## src/rtl/itrd_pkg.sv

```systemverilog
// Shared constants and types for the integer to radix digits converter.
package itrd_pkg;

   localparam int NUM_W        = 32;
   localparam int CHAR_W       = 8;
   localparam int ALPHA_REGS   = 8;
   localparam int ALPHA_REG_W  = 64;
   localparam int ALPHA_SLOTS  = 64;
   localparam int ALPHA_W      = ALPHA_REGS * ALPHA_REG_W;
   localparam int SLOT_IDX_W   = $clog2(ALPHA_SLOTS);
   localparam int CSR_INDEX_W  = $clog2(ALPHA_REGS);
   localparam int SEEN_W       = 2 ** (CHAR_W - 1);
   localparam int MAX_DIGITS   = 32;
   localparam int FIFO_DEPTH   = 2;
   localparam int DEF_MAX_BASE = 64;

   localparam logic [CHAR_W-1:0] CHAR_NUL   = 8'h00;
   localparam logic [CHAR_W-1:0] CHAR_SPACE = 8'h20;
   localparam logic [CHAR_W-1:0] CHAR_PLUS  = 8'h2B;
   localparam logic [CHAR_W-1:0] CHAR_MINUS = 8'h2D;
   localparam logic [CHAR_W-1:0] CHAR_DEL   = 8'h7F;

   // One queued conversion: sign and unsigned magnitude.
   typedef struct packed {
      logic             neg;
      logic [NUM_W-1:0] mag;
   } item_type;

endpackage

```

## src/rtl/itrd_front.sv

```systemverilog
// Front end: alphabet registers, alphabet check and request classification.
module itrd_front import itrd_pkg::*; #(
   parameter int MAX_BASE = DEF_MAX_BASE,
   localparam int BASE_W = $clog2(MAX_BASE + 1)
) (
   input  logic                   clock,
   input  logic                   reset,
   input  logic                   csr_valid,
   output logic                   csr_ready,
   input  logic [CSR_INDEX_W-1:0] csr_index,
   input  logic [ALPHA_REG_W-1:0] csr_data,
   input  logic                   req_tvalid,
   output logic                   req_tready,
   input  logic [NUM_W-1:0]       req_tdata,
   output logic                   push_valid,
   input  logic                   push_ready,
   output item_type               push_item,
   output logic [ALPHA_W-1:0]     alpha_flat,
   output logic [BASE_W-1:0]      base
);

   typedef enum logic [0:0] {ST_READY, ST_SCAN} state_type;

   state_type              state_ff, state_in;
   logic [ALPHA_REG_W-1:0] alpha_ff [ALPHA_REGS];
   logic [ALPHA_REG_W-1:0] alpha_in [ALPHA_REGS];
   logic [BASE_W-1:0]      scan_idx_ff, scan_idx_in;
   logic [SEEN_W-1:0]      seen_ff, seen_in;
   logic [BASE_W-1:0]      base_ff, base_in;
   logic                   alpha_ok_ff, alpha_ok_in;

   logic [SLOT_IDX_W-1:0]  scan_pos;
   logic [CHAR_W-1:0]      scan_char;
   logic                   at_end;
   logic                   bad_char;

   always_comb begin
      for (int r = 0; r < ALPHA_REGS; r++) begin
         alpha_flat[r*ALPHA_REG_W +: ALPHA_REG_W] = alpha_ff[r];
      end
   end

   assign scan_pos  = SLOT_IDX_W'(scan_idx_ff);
   assign scan_char = alpha_flat[{scan_pos, 3'b000} +: CHAR_W];
   assign at_end    = (scan_idx_ff == BASE_W'(MAX_BASE)) || (scan_char == CHAR_NUL);
   assign bad_char  = (scan_char < CHAR_SPACE) || (scan_char >= CHAR_DEL) ||
                      (scan_char == CHAR_PLUS) || (scan_char == CHAR_MINUS) ||
                      seen_ff[scan_char[CHAR_W-2:0]];

   // The scan walks the alphabet one character a cycle, marking each in a
   // seen map, so that duplicates are found without pairwise comparison.
   always_comb begin
      state_in    = state_ff;
      alpha_in    = alpha_ff;
      scan_idx_in = scan_idx_ff;
      seen_in     = seen_ff;
      base_in     = base_ff;
      alpha_ok_in = alpha_ok_ff;
      if (csr_valid) begin
         alpha_in[csr_index] = csr_data;
         state_in            = ST_SCAN;
         scan_idx_in         = '0;
         seen_in             = '0;
         alpha_ok_in         = 1'b0;
      end else begin
         case (state_ff)
            ST_SCAN: begin
               if (at_end) begin
                  base_in     = scan_idx_ff;
                  alpha_ok_in = (scan_idx_ff >= BASE_W'(2));
                  state_in    = ST_READY;
               end else if (bad_char) begin
                  alpha_ok_in = 1'b0;
                  state_in    = ST_READY;
               end else begin
                  seen_in[scan_char[CHAR_W-2:0]] = 1'b1;
                  scan_idx_in = scan_idx_ff + BASE_W'(1);
               end
            end
            ST_READY: begin
            end
            default: begin
               state_in = ST_READY;
            end
         endcase
      end
   end

   always_ff @(posedge clock) begin
      if (reset) begin
         state_ff    <= ST_READY;
         alpha_ff    <= '{default: '0};
         scan_idx_ff <= '0;
         seen_ff     <= '0;
         base_ff     <= '0;
         alpha_ok_ff <= 1'b0;
      end else begin
         state_ff    <= state_in;
         alpha_ff    <= alpha_in;
         scan_idx_ff <= scan_idx_in;
         seen_ff     <= seen_in;
         base_ff     <= base_in;
         alpha_ok_ff <= alpha_ok_in;
      end
   end

   assign csr_ready  = 1'b1;
   // With an invalid alphabet requests are taken and dropped.
   assign req_tready = (state_ff == ST_READY) && (!alpha_ok_ff || push_ready);
   assign push_valid = req_tvalid && req_tready && alpha_ok_ff;

   assign push_item.neg = req_tdata[NUM_W-1];
   assign push_item.mag = req_tdata[NUM_W-1] ? (NUM_W'(0) - req_tdata) : req_tdata;

   assign base = base_ff;

endmodule

```

## src/rtl/itrd_fifo.sv

```systemverilog
// Short queue of pending conversions between the front and back ends.
module itrd_fifo import itrd_pkg::*; (
   input  logic     clock,
   input  logic     reset,
   input  logic     in_valid,
   output logic     in_ready,
   input  item_type in_item,
   output logic     out_valid,
   input  logic     out_ready,
   output item_type out_item
);

   localparam int PTR_W = $clog2(FIFO_DEPTH);
   localparam int CNT_W = $clog2(FIFO_DEPTH + 1);

   item_type          mem_ff [FIFO_DEPTH];
   logic [PTR_W-1:0]  wr_ptr_ff, wr_ptr_in;
   logic [PTR_W-1:0]  rd_ptr_ff, rd_ptr_in;
   logic [CNT_W-1:0]  count_ff, count_in;
   logic              do_push, do_pop;

   assign in_ready  = (count_ff != CNT_W'(FIFO_DEPTH));
   assign out_valid = (count_ff != '0);
   assign out_item  = mem_ff[rd_ptr_ff];
   assign do_push   = in_valid && in_ready;
   assign do_pop    = out_valid && out_ready;

   always_comb begin
      wr_ptr_in = do_push ? wr_ptr_ff + PTR_W'(1) : wr_ptr_ff;
      rd_ptr_in = do_pop  ? rd_ptr_ff + PTR_W'(1) : rd_ptr_ff;
      count_in  = count_ff;
      if (do_push && !do_pop) begin
         count_in = count_ff + CNT_W'(1);
      end else if (do_pop && !do_push) begin
         count_in = count_ff - CNT_W'(1);
      end
   end

   always_ff @(posedge clock) begin
      if (reset) begin
         wr_ptr_ff <= '0;
         rd_ptr_ff <= '0;
         count_ff  <= '0;
      end else begin
         wr_ptr_ff <= wr_ptr_in;
         rd_ptr_ff <= rd_ptr_in;
         count_ff  <= count_in;
      end
   end

   always_ff @(posedge clock) begin
      if (do_push) begin
         mem_ff[wr_ptr_ff] <= in_item;
      end
   end

endmodule

```

## src/rtl/itrd_back.sv

```systemverilog
// Back end: bit-serial divider, digit stack and character output register.
module itrd_back import itrd_pkg::*; #(
   parameter int MAX_BASE = DEF_MAX_BASE,
   localparam int BASE_W = $clog2(MAX_BASE + 1)
) (
   input  logic               clock,
   input  logic               reset,
   input  logic               pop_valid,
   output logic               pop_ready,
   input  item_type           pop_item,
   input  logic [ALPHA_W-1:0] alpha_flat,
   input  logic [BASE_W-1:0]  base,
   output logic               rsp_tvalid,
   input  logic               rsp_tready,
   output logic [CHAR_W-1:0]  rsp_tdata,
   output logic               rsp_tlast
);

   localparam int DIG_W     = $clog2(MAX_BASE);
   localparam int TRIAL_W   = DIG_W + 1;
   localparam int BIT_CNT_W = $clog2(NUM_W);
   localparam int NDIG_W    = $clog2(MAX_DIGITS + 1);
   localparam int STACK_W   = $clog2(MAX_DIGITS);

   typedef enum logic [1:0] {ST_IDLE, ST_DIVIDE, ST_SIGN, ST_EMIT} state_type;

   state_type             state_ff, state_in;
   logic                  neg_ff, neg_in;
   logic [NUM_W-1:0]      quot_ff, quot_in;
   logic [DIG_W-1:0]      rem_ff, rem_in;
   logic [BIT_CNT_W-1:0]  bit_cnt_ff, bit_cnt_in;
   logic [NDIG_W-1:0]     ndig_ff, ndig_in;
   logic [DIG_W-1:0]      stack_ff [MAX_DIGITS];
   logic                  rsp_valid_ff, rsp_valid_in;
   logic [CHAR_W-1:0]     rsp_data_ff, rsp_data_in;
   logic                  rsp_last_ff, rsp_last_in;

   logic [TRIAL_W-1:0]    trial;
   logic [TRIAL_W-1:0]    divisor;
   logic                  trial_ge;
   logic [DIG_W-1:0]      rem_step;
   logic [NUM_W-1:0]      quot_step;
   logic                  last_bit;
   logic                  push_digit;
   logic                  out_free;
   logic [STACK_W-1:0]    rd_idx;
   logic [SLOT_IDX_W-1:0] char_pos;
   logic [CHAR_W-1:0]     digit_char;

   // One quotient bit a cycle: restoring division by the alphabet length.
   assign divisor   = TRIAL_W'(base);
   assign trial     = {rem_ff, quot_ff[NUM_W-1]};
   assign trial_ge  = (trial >= divisor);
   assign rem_step  = trial_ge ? DIG_W'(trial - divisor) : DIG_W'(trial);
   assign quot_step = {quot_ff[NUM_W-2:0], trial_ge};
   assign last_bit  = (bit_cnt_ff == BIT_CNT_W'(NUM_W - 1));
   assign push_digit = (state_ff == ST_DIVIDE) && last_bit;

   assign out_free   = !rsp_valid_ff || rsp_tready;
   assign rd_idx     = STACK_W'(ndig_ff - NDIG_W'(1));
   assign char_pos   = SLOT_IDX_W'(stack_ff[rd_idx]);
   assign digit_char = alpha_flat[{char_pos, 3'b000} +: CHAR_W];

   assign pop_ready = (state_ff == ST_IDLE);

   always_comb begin
      state_in     = state_ff;
      neg_in       = neg_ff;
      quot_in      = quot_ff;
      rem_in       = rem_ff;
      bit_cnt_in   = bit_cnt_ff;
      ndig_in      = ndig_ff;
      rsp_valid_in = rsp_valid_ff && !rsp_tready;
      rsp_data_in  = rsp_data_ff;
      rsp_last_in  = rsp_last_ff;
      case (state_ff)
         ST_IDLE: begin
            if (pop_valid) begin
               neg_in     = pop_item.neg;
               quot_in    = pop_item.mag;
               rem_in     = '0;
               bit_cnt_in = '0;
               ndig_in    = '0;
               state_in   = ST_DIVIDE;
            end
         end
         ST_DIVIDE: begin
            quot_in    = quot_step;
            rem_in     = rem_step;
            bit_cnt_in = bit_cnt_ff + BIT_CNT_W'(1);
            if (last_bit) begin
               ndig_in    = ndig_ff + NDIG_W'(1);
               rem_in     = '0;
               bit_cnt_in = '0;
               if ((quot_step == '0) || (ndig_ff >= NDIG_W'(MAX_DIGITS - 1))) begin
                  state_in = neg_ff ? ST_SIGN : ST_EMIT;
               end
            end
         end
         ST_SIGN: begin
            if (out_free) begin
               rsp_valid_in = 1'b1;
               rsp_data_in  = CHAR_MINUS;
               rsp_last_in  = 1'b0;
               state_in     = ST_EMIT;
            end
         end
         ST_EMIT: begin
            if (out_free) begin
               rsp_valid_in = 1'b1;
               rsp_data_in  = digit_char;
               rsp_last_in  = (ndig_ff == NDIG_W'(1));
               ndig_in      = ndig_ff - NDIG_W'(1);
               if (ndig_ff == NDIG_W'(1)) begin
                  state_in = ST_IDLE;
               end
            end
         end
         default: begin
            state_in = ST_IDLE;
         end
      endcase
   end

   always_ff @(posedge clock) begin
      if (reset) begin
         state_ff     <= ST_IDLE;
         rsp_valid_ff <= 1'b0;
      end else begin
         state_ff     <= state_in;
         rsp_valid_ff <= rsp_valid_in;
      end
      neg_ff      <= neg_in;
      quot_ff     <= quot_in;
      rem_ff      <= rem_in;
      bit_cnt_ff  <= bit_cnt_in;
      ndig_ff     <= ndig_in;
      rsp_data_ff <= rsp_data_in;
      rsp_last_ff <= rsp_last_in;
   end

   // Digits come out least significant first and are stacked for reversal.
   always_ff @(posedge clock) begin
      if (push_digit) begin
         stack_ff[STACK_W'(ndig_ff)] <= rem_step;
      end
   end

   assign rsp_tvalid = rsp_valid_ff;
   assign rsp_tdata  = rsp_data_ff;
   assign rsp_tlast  = rsp_last_ff;

endmodule

```

## src/rtl/int_to_radix_digits_core.sv

```systemverilog
// Top level of the integer to radix digits converter.
// Each request carries one signed 32-bit number; the block answers with its
// text in the radix given by the configured alphabet: a '-' for negative
// values, then the digits from the most significant down, tlast on the final
// character. The alphabet is written through the csr port as eight 64-bit
// words; its length is the position of its first zero byte, capped at
// MAX_BASE. An alphabet shorter than two characters, or holding '+', '-', a
// byte outside 32..126 or a repeated character, is invalid, and requests are
// then taken and dropped without any response. After every csr write the
// alphabet is scanned one character a cycle, and requests are held off
// meanwhile. Each digit is worked out on the single bit-serial restoring
// divider and then sent out; a two-entry queue lets the next request be
// taken while one is being converted.
module int_to_radix_digits_core import itrd_pkg::*; #(
   parameter int MAX_BASE = DEF_MAX_BASE
) (
   input  logic                   clock,
   input  logic                   reset,
   // csr port
   input  logic                   csr_valid,
   output logic                   csr_ready,
   input  logic [CSR_INDEX_W-1:0] csr_index,
   input  logic [ALPHA_REG_W-1:0] csr_data,
   // request channel
   input  logic                   req_tvalid,
   output logic                   req_tready,
   input  logic [NUM_W-1:0]       req_tdata,   // [31:0] number
   // response channel
   output logic                   rsp_tvalid,
   input  logic                   rsp_tready,
   output logic [CHAR_W-1:0]      rsp_tdata,   // [7:0] char_code
   output logic                   rsp_tlast
);

   localparam int BASE_W = $clog2(MAX_BASE + 1);

   logic               push_valid, push_ready;
   item_type           push_item;
   logic               pop_valid, pop_ready;
   item_type           pop_item;
   logic [ALPHA_W-1:0] alpha_flat;
   logic [BASE_W-1:0]  base;

   itrd_front #(.MAX_BASE(MAX_BASE)) u_front (
      .clock      (clock),
      .reset      (reset),
      .csr_valid  (csr_valid),
      .csr_ready  (csr_ready),
      .csr_index  (csr_index),
      .csr_data   (csr_data),
      .req_tvalid (req_tvalid),
      .req_tready (req_tready),
      .req_tdata  (req_tdata),
      .push_valid (push_valid),
      .push_ready (push_ready),
      .push_item  (push_item),
      .alpha_flat (alpha_flat),
      .base       (base)
   );

   itrd_fifo u_fifo (
      .clock     (clock),
      .reset     (reset),
      .in_valid  (push_valid),
      .in_ready  (push_ready),
      .in_item   (push_item),
      .out_valid (pop_valid),
      .out_ready (pop_ready),
      .out_item  (pop_item)
   );

   itrd_back #(.MAX_BASE(MAX_BASE)) u_back (
      .clock      (clock),
      .reset      (reset),
      .pop_valid  (pop_valid),
      .pop_ready  (pop_ready),
      .pop_item   (pop_item),
      .alpha_flat (alpha_flat),
      .base       (base),
      .rsp_tvalid (rsp_tvalid),
      .rsp_tready (rsp_tready),
      .rsp_tdata  (rsp_tdata),
      .rsp_tlast  (rsp_tlast)
   );

endmodule

```

## config.mk

```make
export PLATFORM = sky130hd
export DESIGN_NAME = int_to_radix_digits_core
export DESIGN_NICKNAME = d
export VERILOG_FILES = /design/src/rtl/itrd_pkg.sv /design/src/rtl/itrd_front.sv /design/src/rtl/itrd_fifo.sv /design/src/rtl/itrd_back.sv /design/src/rtl/int_to_radix_digits_core.sv
export SDC_FILE = /design/constraint.sdc
export NUM_CORES = 2
export LEC_CHECK = 0
export BUFFER_PORTS_ARGS = -buffer_cell sky130_fd_sc_hd__buf_2
export CAP_MARGIN = 20
export CORE_MARGIN = 2
export CORE_UTILIZATION = 60
export DETAILED_ROUTE_END_ITERATION = 7
export MAX_ROUTING_LAYER = met4
export PLACE_DENSITY = 0.77
export SLEW_MARGIN = 5
export SYNTH_ARGS = -nofsm -noshare
export SYNTH_HDL_FRONTEND = slang
export SYNTH_SLANG_ARGS = --single-unit
```

## constraint.sdc

```tcl
create_clock -name clock -period 9.7 [get_ports clock]
set_clock_uncertainty 0.2 [all_clocks]
set_input_delay 1.94 -clock clock [delete_from_list [all_inputs] [get_ports clock]]
set_output_delay 1.94 -clock clock [all_outputs]
set_load 0.005 [all_outputs]
```

==> results.ini <==
[status]
status=finished clean

[detailed_routing]
wl_um=139000
via_per_inst=6.55
wl_per_cell_um=24.0
ant_nets=0
drt_iter0_markers=4166
dr.pass1.iters=6
drc=0
num_vias=37888

[worst_setup_path]
cp-end-kind=flop
crit_type=reg2reg
critPathArrivalTime_ns=6.85
worst_setup_path_start_kind=flop
cp_max_fo=57
crit_required_ns=10.06

[synthesis]
async_flop_share_pct=0
ys_seq_area_share_pct=48.5
netlist_top_cells_count=1531 x nand2_1, 632 x dfxtp_1, 548 x a21oi_1, 317 x edfxtp_1, 308 x clkbuf_1
yosys_warnings=0
netlist.area_leader.share_pct=27.7
synth_seq_cells=949
synth_edf_count=317
synth_cell_types=87
synth_flop_cell=dfxtp_1
netlist_instances=4880
synth.largest_area_cell=dfxtp_1
syn_nets=5008
yosysMostFrequentCell=nand2_1
synth.area.top_cells=dfxtp_1 28%, edfxtp_1 21%, nand2_1 13%
synthesis.area_um2=45700
avgSynthCellArea_um2=9.36

[timing]
slew_headroom_pct=25.2
finalWorstSetupSlack_ns=3.21
slew_viol_final=0
hold_viol=0
setup_viol=0
timing.fmax_ghz=0.154
tns_ns=0
worstMarginPinSlew_ns=1.10
post-route-period-util_pct=66.9
whs_ns=0.246
final.min_clock_period_ns=6.49
rsz0062_at_grt=false

[finish]
nets=4830
area_delta_synth_final_pct=8.74
drive_above_1_share_pct=12.5
final-instance-count-excl-fill=5788

[power]
p_leak_nw=15.8
power_mw=17.1
power.density_nw_per_um2=345
peakVddDrop_v=0.00104

[placement]
dp_slack_ns=3.27
io_buffers=114
hpwl_um=84100
place_congestion=0.924
placed_cells=5580

[clock_network]
cts_setup_buffers=0
hold_buffers=0
post_cts_resized=0
cts_buffers=98
path_clk_slew_ns=0.06
insertion_delay_ns=0.69
htree_levels=3
cts.sinks=949
cts_buffer_depth=3
cts_tree=built
cts_root_buf=clkbuf_16

[global_routing]
antenna_found_initial=34
grt.total_usage_pct=36.1
grt_pass1_vias=35993
grt_max_degree=224
grt_overflow_total=0
grt_first_pass_wirelength_um=213000

[die]
io_pins=116
die_w_um=280
rows=101
design.die.area_um2=78400
core_um2=75700
floorplan.initialDensity_pct=60.4
dieHeight_um=280

[hold_path]
worst_hold_path_type=reg2reg

[job]
maxCapViolations=0

flip-flops by register name, indices dropped and copies added, names as in the netlist, 2 cells and up, named ones only:
name                 flops
u_back.rsp_tdata         8
u_front.scan_idx_ff      7
u_back.ndig_ff           6
u_fifo.mem_ff           66
u_front.base             7
u_back.rem_ff            6
u_front.seen_ff         96
u_front.alpha_flat     512
u_fifo.count_ff          2
u_back.quot_ff          32
u_back.bit_cnt_ff        5
u_back.stack_ff        192
u_back.state_ff          2
worst max-delay path, cell delays in order, from the launching register on:
cell and delay [ns]:
dfxtp_4 0.72, buf_4 0.80, mux4_2 0.61, mux4_2 0.48
nor2b_1 0.14, a211oi_1 0.28, a21oi_1 0.19, nand2b_1 0.39
inv_1 0.10, and3_1 0.18, o41ai_2 0.51, nand4_4 0.25
nor2_4 0.51, buf_4 0.59, mux2_1 0.37
cells in the final DEF, fill, tap and decap left out, drive strengths merged, types with 16 or more instances in the layout:
cell    instances
clkinv         32
nand2        1532
o211ai         42
a32o           62
edfxtp        317
ha             23
and2          106
a211oi        119
clkbuf        144
a21oi         548
a311oi         44
o21ai          76
diode          25
a22oi          24
nand3          64
nor3           40
nor2          111
a311o          25
a31oi          58
buf           181
dfxtp         632
nor2b          16
inv            26
mux2i         128
mux2           18
mux4          185
a22o           26
xnor2          37
routing by layer:
| layer | vias to the layer above | GRT usage, % | share of wire [%] |
|---|---|---|---|
| li1 | 17014 | - | - |
| met1 | 18309 | 44.1 | 38 |
| met2 | 2054 | 56.1 | 47 |
| met3 | 511 | 6.27 | 9.1 |
| met4 | 0 | 21.9 | 6.1 |
| met5 | - | - | 0 |
power breakdown:
part	switching [mW]	internal (mW)	leakage, nW
clock network	1.64	2.18	1.62
logic	6.01	2.48	6.19
registers	0.149	4.65	7.98
final timing paths:
kind / startpoint / to / slack, ns / cells past startpoint
max reg2reg: u_front.scan_idx_ff[0] / u_front.scan_idx_ff[0] / 3.21 / 14
max: u_front.scan_idx_ff[0] / u_front.scan_idx_ff[0] / 3.21 / 14
min reg2reg: u_front.seen_ff[56] / u_front.seen_ff[56] / 0.25 / 2
min: u_front.seen_ff[56] / u_front.seen_ff[56] / 0.25 / 2
through the flow:
step	utilization, %	instance area, µm²
floorplan	-	45700
global placement	61.2	46300
detailed placement	61.2	46300
CTS	65.5	49600
global route	65.6	49700
finish	65.6	49700
layout make-up:
class,instances,area (µm²)
fillers,5819,26000
flip-flops and latches,949,22200
multi-input cells,3447,21700
clock buffers,144,2890
well taps,978,1220
repair buffers,181,1150
clock inverters,39,387
inverters,25,93.8
diodes,25,62.6
kinds of logic (layout without fill, tap and decap cells):
logic type,Yosys count,in the layout,share of synthesized area [%]
buffers and inverters,484,389,4.54
adders and majority gates,24,24,0.674
DFF,949,949,48.5
other,1,26,0.00821
AOI/OAI and AO/OA,1098,1098,15.4
muxes,331,331,12.4
xor gates and xnor gates,45,45,0.863
and+or+nand+nor,1948,1948,17.6
Note: power is estimated with default switching activity, not from simulation.
